[config.mk]
export PLATFORM = sky130hd
export DESIGN_NAME = murmur3_32_hash
export DESIGN_NICKNAME = d
export VERILOG_FILES = /design/src/rtl/mm3h_pkg.sv /design/src/rtl/mm3h_front.sv /design/src/rtl/mm3h_queue.sv /design/src/rtl/mm3h_back.sv /design/src/rtl/murmur3_32_hash.sv
export SDC_FILE = /design/constraint.sdc
export NUM_CORES = 2
export LEC_CHECK = 0
export BUFFER_PORTS_ARGS = -buffer_cell sky130_fd_sc_hd__buf_2
export CAP_MARGIN = 20
export CORE_AREA = 3 3 293 295
export DETAILED_ROUTE_END_ITERATION = 8
export DIE_AREA = 0 0 296 298
export PLACE_DENSITY = 0.71
export SLEW_MARGIN = 10
export SYNTH_ARGS = -nofsm -noshare
export SYNTH_HDL_FRONTEND = slang
export SYNTH_HIERARCHICAL = 1
export SYNTH_SLANG_ARGS = --single-unit
[constraint.sdc]
create_clock -name clk -period 10.7 [get_ports clk]
set_clock_uncertainty 0.05 [all_clocks]
set_input_delay 0.535 -clock clk [delete_from_list [all_inputs] [get_ports clk]]
set_output_delay 0.535 -clock clk [all_outputs]
set_load 0.005 [all_outputs]
[src/rtl/mm3h_pkg.sv]
// Constants, types and helpers for the murmur3_32_hash block.
package mm3h_pkg;

  localparam logic [31:0] MIX_C1  = 32'hcc9e2d51;
  localparam logic [31:0] MIX_C2  = 32'h1b873593;
  localparam logic [31:0] MIX_ADD = 32'he6546b64;
  localparam logic [31:0] FIN_M1  = 32'h85ebca6b;
  localparam logic [31:0] FIN_M2  = 32'hc2b2ae35;

  typedef enum logic [1:0] {
    KIND_NONE,
    KIND_TAIL,
    KIND_FULL
  } kind_t;

  typedef struct packed {
    logic [31:0] word;
    logic [2:0]  count;
    kind_t       kind;
    logic        last;
  } entry_t;

  function automatic logic [31:0] rotl15(input logic [31:0] v);
    return {v[16:0], v[31:17]};
  endfunction

  function automatic logic [31:0] rotl13(input logic [31:0] v);
    return {v[18:0], v[31:19]};
  endfunction

endpackage

[src/rtl/mm3h_front.sv]
// Input side: accepts words, saturates the byte count and masks tail bytes.
module mm3h_front (
  input  logic             in_valid,
  output logic             in_stall,
  input  logic [31:0]      in_data_word,
  input  logic [2:0]       in_valid_bytes,
  input  logic             in_last,
  input  logic             q_full,
  output logic             push,
  output mm3h_pkg::entry_t push_entry
);

  logic [2:0] count;

  assign in_stall = q_full;
  assign push     = in_valid && !q_full;

  always_comb begin
    // only the last word may be short; counts above four saturate
    if (!in_last || in_valid_bytes >= 3'd4) begin
      count = 3'd4;
    end else begin
      count = in_valid_bytes;
    end

    push_entry.count = count;
    push_entry.last  = in_last;

    case (count)
      3'd0: begin
        push_entry.word = 32'h0;
        push_entry.kind = mm3h_pkg::KIND_NONE;
      end
      3'd1: begin
        push_entry.word = in_data_word & 32'h0000_00ff;
        push_entry.kind = mm3h_pkg::KIND_TAIL;
      end
      3'd2: begin
        push_entry.word = in_data_word & 32'h0000_ffff;
        push_entry.kind = mm3h_pkg::KIND_TAIL;
      end
      3'd3: begin
        push_entry.word = in_data_word & 32'h00ff_ffff;
        push_entry.kind = mm3h_pkg::KIND_TAIL;
      end
      default: begin
        push_entry.word = in_data_word;
        push_entry.kind = mm3h_pkg::KIND_FULL;
      end
    endcase
  end

endmodule

[src/rtl/mm3h_queue.sv]
// Small FIFO of classified words between the front and the hash unit.
module mm3h_queue #(
  parameter int DEPTH = 2
) (
  input  logic             clk,
  input  logic             rst_n,
  input  logic             push,
  input  mm3h_pkg::entry_t push_entry,
  input  logic             pop,
  output mm3h_pkg::entry_t pop_entry,
  output logic             empty,
  output logic             full
);

  localparam int AW = (DEPTH > 1) ? $clog2(DEPTH) : 1;
  localparam int CW = $clog2(DEPTH + 1);

  mm3h_pkg::entry_t mem_r [DEPTH];
  logic [AW-1:0] wr_ptr_r, wr_ptr_nxt;
  logic [AW-1:0] rd_ptr_r, rd_ptr_nxt;
  logic [CW-1:0] count_r, count_nxt;

  assign empty     = (count_r == '0);
  assign full      = (count_r == CW'(DEPTH));
  assign pop_entry = mem_r[rd_ptr_r];

  always_comb begin
    wr_ptr_nxt = wr_ptr_r;
    rd_ptr_nxt = rd_ptr_r;
    count_nxt  = count_r;
    if (push) begin
      wr_ptr_nxt = (wr_ptr_r == AW'(DEPTH - 1)) ? '0 : wr_ptr_r + 1'b1;
    end
    if (pop) begin
      rd_ptr_nxt = (rd_ptr_r == AW'(DEPTH - 1)) ? '0 : rd_ptr_r + 1'b1;
    end
    if (push && !pop) begin
      count_nxt = count_r + 1'b1;
    end else if (pop && !push) begin
      count_nxt = count_r - 1'b1;
    end
  end

  always_ff @(posedge clk) begin
    if (!rst_n) begin
      wr_ptr_r <= '0;
      rd_ptr_r <= '0;
      count_r  <= '0;
    end else begin
      wr_ptr_r <= wr_ptr_nxt;
      rd_ptr_r <= rd_ptr_nxt;
      count_r  <= count_nxt;
    end
  end

  always_ff @(posedge clk) begin
    if (push) begin
      mem_r[wr_ptr_r] <= push_entry;
    end
  end

endmodule

[src/rtl/mm3h_back.sv]
// Hash unit: sequences block mix, hash update, finish mix and result register.
module mm3h_back (
  input  logic             clk,
  input  logic             rst_n,
  input  logic [31:0]      seed,
  input  logic             q_empty,
  input  mm3h_pkg::entry_t q_entry,
  output logic             q_pop,
  output logic             out_valid,
  input  logic             out_stall,
  output logic [31:0]      out_hash_value
);

  typedef enum logic [2:0] {
    S_IDLE,
    S_MUL1,
    S_MUL2,
    S_MIX,
    S_FIN0,
    S_FIN1,
    S_FIN2,
    S_FIN3
  } state_t;

  state_t      state_r, state_nxt;
  logic        start_r, start_nxt;
  logic        out_valid_r, out_valid_nxt;
  logic [31:0] out_hash_r, out_hash_nxt;
  logic [31:0] hash_r, hash_nxt;
  logic [31:0] len_r, len_nxt;
  logic [31:0] k_r, k_nxt;
  logic        kind_full_r, kind_full_nxt;
  logic        last_r, last_nxt;

  assign out_valid      = out_valid_r;
  assign out_hash_value = out_hash_r;

  always_comb begin
    logic [31:0] h;
    logic [31:0] x;
    logic        out_free;

    h             = 32'h0;
    x             = 32'h0;
    out_free      = !out_valid_r || !out_stall;
    state_nxt     = state_r;
    start_nxt     = start_r;
    out_valid_nxt = out_valid_r;
    out_hash_nxt  = out_hash_r;
    hash_nxt      = hash_r;
    len_nxt       = len_r;
    k_nxt         = k_r;
    kind_full_nxt = kind_full_r;
    last_nxt      = last_r;
    q_pop         = 1'b0;

    if (out_valid_r && !out_stall) begin
      out_valid_nxt = 1'b0;
    end

    unique case (state_r)
      S_IDLE: begin
        if (!q_empty) begin
          q_pop         = 1'b1;
          // seed and length restart on the first word of a message
          hash_nxt      = start_r ? seed : hash_r;
          len_nxt       = (start_r ? 32'h0 : len_r) + {29'h0, q_entry.count};
          start_nxt     = 1'b0;
          k_nxt         = q_entry.word;
          kind_full_nxt = (q_entry.kind == mm3h_pkg::KIND_FULL);
          last_nxt      = q_entry.last;
          state_nxt     = (q_entry.kind == mm3h_pkg::KIND_NONE) ? S_FIN0 : S_MUL1;
        end
      end
      S_MUL1: begin
        k_nxt     = k_r * mm3h_pkg::MIX_C1;
        state_nxt = S_MUL2;
      end
      S_MUL2: begin
        k_nxt     = mm3h_pkg::rotl15(k_r) * mm3h_pkg::MIX_C2;
        state_nxt = S_MIX;
      end
      S_MIX: begin
        h = hash_r ^ k_r;
        if (kind_full_r) begin
          x = mm3h_pkg::rotl13(h);
          h = {x[29:0], 2'b00} + x + mm3h_pkg::MIX_ADD;
        end
        hash_nxt  = h;
        state_nxt = last_r ? S_FIN0 : S_IDLE;
      end
      S_FIN0: begin
        x         = hash_r ^ len_r;
        k_nxt     = x ^ (x >> 16);
        state_nxt = S_FIN1;
      end
      S_FIN1: begin
        k_nxt     = k_r * mm3h_pkg::FIN_M1;
        state_nxt = S_FIN2;
      end
      S_FIN2: begin
        x         = k_r ^ (k_r >> 13);
        k_nxt     = x * mm3h_pkg::FIN_M2;
        state_nxt = S_FIN3;
      end
      S_FIN3: begin
        // wait here until the result register is free
        if (out_free) begin
          out_hash_nxt  = k_r ^ (k_r >> 16);
          out_valid_nxt = 1'b1;
          start_nxt     = 1'b1;
          state_nxt     = S_IDLE;
        end
      end
      default: begin
        state_nxt = S_IDLE;
      end
    endcase
  end

  always_ff @(posedge clk) begin
    if (!rst_n) begin
      state_r     <= S_IDLE;
      start_r     <= 1'b1;
      out_valid_r <= 1'b0;
    end else begin
      state_r     <= state_nxt;
      start_r     <= start_nxt;
      out_valid_r <= out_valid_nxt;
    end
    out_hash_r  <= out_hash_nxt;
    hash_r      <= hash_nxt;
    len_r       <= len_nxt;
    k_r         <= k_nxt;
    kind_full_r <= kind_full_nxt;
    last_r      <= last_nxt;
  end

endmodule

[src/rtl/murmur3_32_hash.sv]
// MurmurHash3 x86 32-bit hash of a word stream. The front end takes a word in any cycle
// the queue (QUEUE_DEPTH entries) has room and classifies it; the hash unit then steps
// a word with bytes to mix through dequeue, two multiplier stages and the hash update,
// and only dequeues a zero-byte last word; the last word of a message then runs the
// finish states FIN0 to FIN3 before the hash lands in the output register. The hash
// unit takes no new word before it is through with the last one. The seed register is
// sampled when the first word of a message leaves the queue.
module murmur3_32_hash #(
  parameter int QUEUE_DEPTH = 2
) (
  input  logic        clk,
  input  logic        rst_n,
  input  logic        in_valid,
  output logic        in_stall,
  input  logic [31:0] in_data_word,
  input  logic [2:0]  in_valid_bytes,
  input  logic        in_last,
  output logic        out_valid,
  input  logic        out_stall,
  output logic [31:0] out_hash_value,
  input  logic        cfg_we,
  input  logic [31:0] cfg_wdata
);

  logic [31:0]      hash_seed_r;
  logic             push;
  logic             pop;
  logic             q_empty;
  logic             q_full;
  mm3h_pkg::entry_t push_entry;
  mm3h_pkg::entry_t pop_entry;

  always_ff @(posedge clk) begin
    if (!rst_n) begin
      hash_seed_r <= 32'h0;
    end else if (cfg_we) begin
      hash_seed_r <= cfg_wdata;
    end
  end

  mm3h_front u_front (
    .in_valid       (in_valid),
    .in_stall       (in_stall),
    .in_data_word   (in_data_word),
    .in_valid_bytes (in_valid_bytes),
    .in_last        (in_last),
    .q_full         (q_full),
    .push           (push),
    .push_entry     (push_entry)
  );

  mm3h_queue #(
    .DEPTH (QUEUE_DEPTH)
  ) u_queue (
    .clk        (clk),
    .rst_n      (rst_n),
    .push       (push),
    .push_entry (push_entry),
    .pop        (pop),
    .pop_entry  (pop_entry),
    .empty      (q_empty),
    .full       (q_full)
  );

  mm3h_back u_back (
    .clk            (clk),
    .rst_n          (rst_n),
    .seed           (hash_seed_r),
    .q_empty        (q_empty),
    .q_entry        (pop_entry),
    .q_pop          (pop),
    .out_valid      (out_valid),
    .out_stall      (out_stall),
    .out_hash_value (out_hash_value)
  );

endmodule

Yosys cells after proc, flatten, opt, wreduce, memory -nomap -nowiden
Memory sizes are Yosys's and may differ from the RTL's. A register that Yosys moved wholly into a read port is not among the register bits.
Index checks and enable logic that the tools add are counted.

storage, ports and cells
  RAM bits = 76
  output and inout port bits = 34
  memories = 1
  word-level logic and storage cells = 105
  register bits after elaboration = 171

operators by class
  eq/ne operators = 15
  magnitude comparators = 1
  add/sub/neg operators = 7
  mux-type cells = 31
  multipliers = 4
  bitwise logic cells = 6
  reduce and logical (&&, ||, !) cells = 27

memory list
  name           words  bits a word  rd ports  clocked after Yosys merged registers in  write ports  RTL line          text
  u_queue.mem_r  2      38           1         1                                        1            mm3h_queue.sv:18  mm3h_pkg::entry_t mem_r [DEPTH];

operators by type and width
  operator                                             number
  case mux 32 bit (6 select lines)                     1
  2-to-1 mux 32 bit                                    5
  case mux 32 bit (4 select lines)                     1
  multiplier 32 x 31 -> 32 bit, second input constant  2
  case mux 32 bit (2 select lines)                     1
  XOR 32 x 16 -> 32 bit                                2
  XOR 32 bit                                           2
  adder 32 x 3 -> 32 bit                               1
  adder 32 bit                                         1
  adder 32 bit, second input constant                  1
  multiplier 32 x 29 -> 32 bit, second input constant  1
  multiplier 32 x 32 -> 32 bit, second input constant  1
  XOR 32 x 19 -> 32 bit                                1
  case mux 3 bit (8 select lines)                      1
  2-to-1 mux 3 bit                                     5
  2-to-1 mux 1 bit                                     13
  equality test 3 x 2 -> 1 bit, second input constant  4
  equality test 3 bit, second input constant           4
  AND reduction 2 bit                                  4
  equality test 3 x 1 -> 1 bit, second input constant  2
  logical NOT 1 bit                                    6
  logical NOT 3 bit                                    2
  AND reduction 3 bit                                  2
  nonzero test 2 bit                                   3
  16 further kinds                                     25

Longest topological paths before layout
  word-level depth = 7
  gate-level depth with buffers = 31
  gate-level depth less buffers = 29

Hierarchy
Netlist, hierarchy kept.

by module, submodules not included
  module           area an instance (sq um)  cells each  times used  seq. area each (sq um)
  mm3h_back        41215.8                   4247        1           4003.8
  mm3h_queue       2964.1                    140         1           2382.3
  murmur3_32_hash  1243.7                    103         1           640.6
  mm3h_front       314.1                     46          1           0.0

Least setup slack after synthesis
No wires, ideal clock.

  path type = register to register
  start = register u_back.k_r[20]
  end = register u_back.k_r[30] (data pin)
  arrival = 7477 ps
  slack = 2906 ps
  library setup time = 267 ps
  cell stages (with the launch flop) = 28
  data required time = 10383 ps
  path through = edfxtp_1 xnor2_1 inv_1 ha_1 inv_1 fa_1 fa_1 fa_1 inv_1 fa_1 inv_1 fa_1 inv_1 fa_1 inv_1 fa_1 inv_1 ha_1 a21o_1 a21o_1 a211oi_1 o211ai_1 a31o_2 a41oi_1 a21oi_1 or4_1 nand3_1 o211ai_1

between the ends
  word-level cells in the longest chain between the ends = 3

ends and longest elaborated chain
  element                               RTL line          text
  start, declared                       mm3h_back.sv:31   logic [31:0] k_r, k_nxt;
  start signal, assigned                mm3h_back.sv:134  k_r <= k_nxt;
  XOR 32 x 19 -> 32 bit                 mm3h_back.sv:102  x = k_r ^ (k_r >> 13);
  multiplier 32 x 31 -> 32 bit          mm3h_back.sv:103  k_nxt = x * mm3h_pkg::FIN_M2;
  case mux 32 bit (6 select lines) (*)  mm3h_back.sv:61   unique case (state_r)
  net u_back.k_nxt[30]                  mm3h_back.sv:31

Mark *: on every way through the listed nets, which the timed path passes. The rest lies on a longest branch.
A chain may end at the register's enable or synchronous reset.

Final worst setup path
  start = register u_back.k_r[7]
  end = register u_back.k_r[30] (data pin)

The elaborated chain is that of the path after synthesis.

==> metrics.yaml <==
hold_path_end: "u_queue/mem_r[1][0]"
via_count: 33500
synth_top_cell_by_area: "fa_1"
hold_depth: 1
drtIter0Drc: 3754
die-area_mm2: 0.0882
hold_class: "input pin to register"
start_util_pct: 54.8
cts_sinks: 248
die_w_um: 296
syn2layout_area_growth_pct: 6.63
root_buffer: "clkbuf_16"
worst_pin_slew_ns: 1.02
worstHoldStart: "in_last"
gp_congestion: 1.07
synth_flop_cell: "edfxtp_1"
grt_setup_unrepaired: "false"
grt_overflow: 0
fmax_ghz: 0.114
syn_area_mm2: 0.0457
core_mm2: 0.0834
clk_pin_slew_ns: 0.07
yosys-top-cells-area: "fa_1, ha_1, edfxtp_1"
rr_startpoint: "u_back/k_r[7]"
yosys-top-cells-count: "inv_1, fa_1, ha_1"
critPathKind: "register to register"
dp_hpwl_um: 132000
cts_setup_buffers: 0
clockBufferDepth: 3
required_ns: 10.93
htreeDepth: 1
vias_per_cell: 5.82
routed_wl_um: 156000
insertion_delay_ns: 0.55
async_flop_share_pct: 0
antenna_found_initial: 1
whs_ns: 0.178
synth_edf_count: 206
worstRegToRegCells: 27
grt_pass1_vias: 34500
remaining_drc_errors: 0
synth_top_area_share_pct: 31.4
setup_viol: 0
cts.repair.resized: 0
min_period_over_period_pct: 82.3
dr.pass1.iters: 6
synth_nets: 6038
cts-buffers-inserted: 26
ys_seq_area_share_pct: 15.4
end_kind: "register"
synthCells: 4536
grtUsageTotal_pct: 36.2
ios: 107
synth_most_common_cell: "inv_1"
cts_hold_buf: 0
wl_per_cell_um: 27.1
grt_max_degree: 58
crit_arrival_ns: 9.04
relSlewSlack_pct: 32.2
die_h_um: 298
drv_slew: 0
port_buffers: 106
r2r-end: "u_back/k_r[30]"
nNetsFinal: 6159
yosys_register_bits: 248
synth.distinct_cells: 85
critPathMaxFanout: 5
ys_warn_count: 6
outcome: "finished clean"
drv_cap: 0
drtAntennaViolNets: 0
drive_gt1_share_pct: 6.05
finalCriticalPeriod_ns: 8.81
cts_tree: "built"
cp-start-kind: "register"
post_synth.cell_area_avg_um2: 10.1
timing.final.hold_violations: 0
fin_tns_setup_ns: 0
r2r_setup_slack_ns: 1.89
grt_pass1_wl_um: 231000
num_rows: 106
-- flip-flops by register name (all words and copies together), names as in the netlist, 2 cells and up, named ones only --
signal                 cells
u_back/len_r              32
u_back/hash_r             32
u_back/out_hash_value     32
u_back/state_r             3
u_queue/count_r            2
u_queue/mem_r             76
u_back/k_r                32
hash_seed_r               32
-- kinds of logic after synthesis --
kind of cell | share of synthesized area (%)
AO/OA/AOI/OAI | 8.20
adder cells (fa/ha/maj) | 50.9
multiplexers | 1.84
flip-flops | 15.4
buffers and inverters | 10.8
XOR/XNOR | 7.11
AND/OR/NAND/NOR | 5.80
-- final cells by class --
cell class	instances	area [um^2]
fill	7129	34700
multi-input combinational	2991	33800
sequential	248	7030
inverter	1218	4570
tap	1080	1350
timing repair buffer	172	1090
clock buffer	40	826
clock inverter	8	91.3
antenna	2	5.00
-- per-layer routing --
metal / GRT usage (%) / part of all wire, % / vias to the layer above
li1: - / - / 14700
met1: 50.7 / 40 / 16500
met2: 52.4 / 42 / 2024
met3: 9.67 / 12 / 401
met4: 16.6 / 6.2 / 2
met5: 0 / 0.0077 / -
-- worst max-delay path by stage --
stage / start / to / slack, ns / cells after the start
5_1_grt: u_back/k_r[7] / u_back/k_r[30] / 1.59 / 27
3_3_place_gp: u_back/k_r[10] / u_back/k_r[31] / 1.92 / 22
6_report: u_back/k_r[7] / u_back/k_r[30] / 1.89 / 27
2_1_floorplan: u_back/k_r[20] / u_back/k_r[30] / 2.91 / 27
3_5_place_dp: u_back/k_r[7] / u_back/k_r[30] / 2.04 / 27
4_1_cts: u_back/k_r[7] / u_back/k_r[30] / 1.98 / 27
-- placed cells by master (no fill, tap or decap), types with 8 or more instances in the layout --
cell type,n
edfxtp_1,206
xnor2_1,252
buf_2,107
a31oi_1,14
nand2b_1,17
clkbuf_8,8
a211oi_1,21
xor2_1,114
ha_1,712
nor2_1,152
and2_1,18
nor2b_1,81
o21a_1,28
a21oi_1,169
fa_1,717
nand4_1,8
clkbuf_16,28
a21o_1,58
o211ai_1,12
nand2_1,122
a21boi_0,13
a221oi_1,12
buf_4,60
mux2i_1,40
or3_1,19
o22ai_1,11
nand3_1,29
nor3_1,30
o21bai_1,14
o31ai_1,10
and3_1,12
o21ai_0,130
dfxtp_1,41
o2111ai_1,8
inv_1,1215
mux2_2,39
-- per-stage QoR --
step | area, um^2 | instances | utilization [%] | worst slack [ns]
floorplan | 45700 | 4536 | - | 2.91
global placement | 47700 | 5703 | 57.2 | 1.92
detailed placement | 47800 | 5705 | 57.3 | 2.04
CTS | 48700 | 5753 | 58.4 | 1.98
global route | 48800 | 5757 | 58.5 | 1.59
finish | 48800 | 5759 | 58.5 | 1.89
-- worst max-delay path, stage by stage, from the launching register on --
cell and delay, ns:
edfxtp_1 0.63, xnor2_1 0.71, inv_1 0.23, ha_1 0.39, inv_1 0.10, fa_1 0.46
fa_1 0.53, fa_1 0.52, inv_1 0.06, fa_1 0.53, inv_1 0.07, fa_1 0.53
inv_1 0.05, fa_1 0.48, inv_1 0.05, fa_1 0.48, inv_1 0.04, ha_1 0.22
a21o_1 0.19, a21o_1 0.18, a211oi_1 0.25, o211ai_1 0.18, a31o_2 0.33, a41oi_1 0.42
a21oi_1 0.17, or4_1 0.49, nand3_1 0.09, o211ai_1 0.09
Power is not shown: default switching activity piles up to over one toggle a cycle in this logic, so the estimate is an artifact.
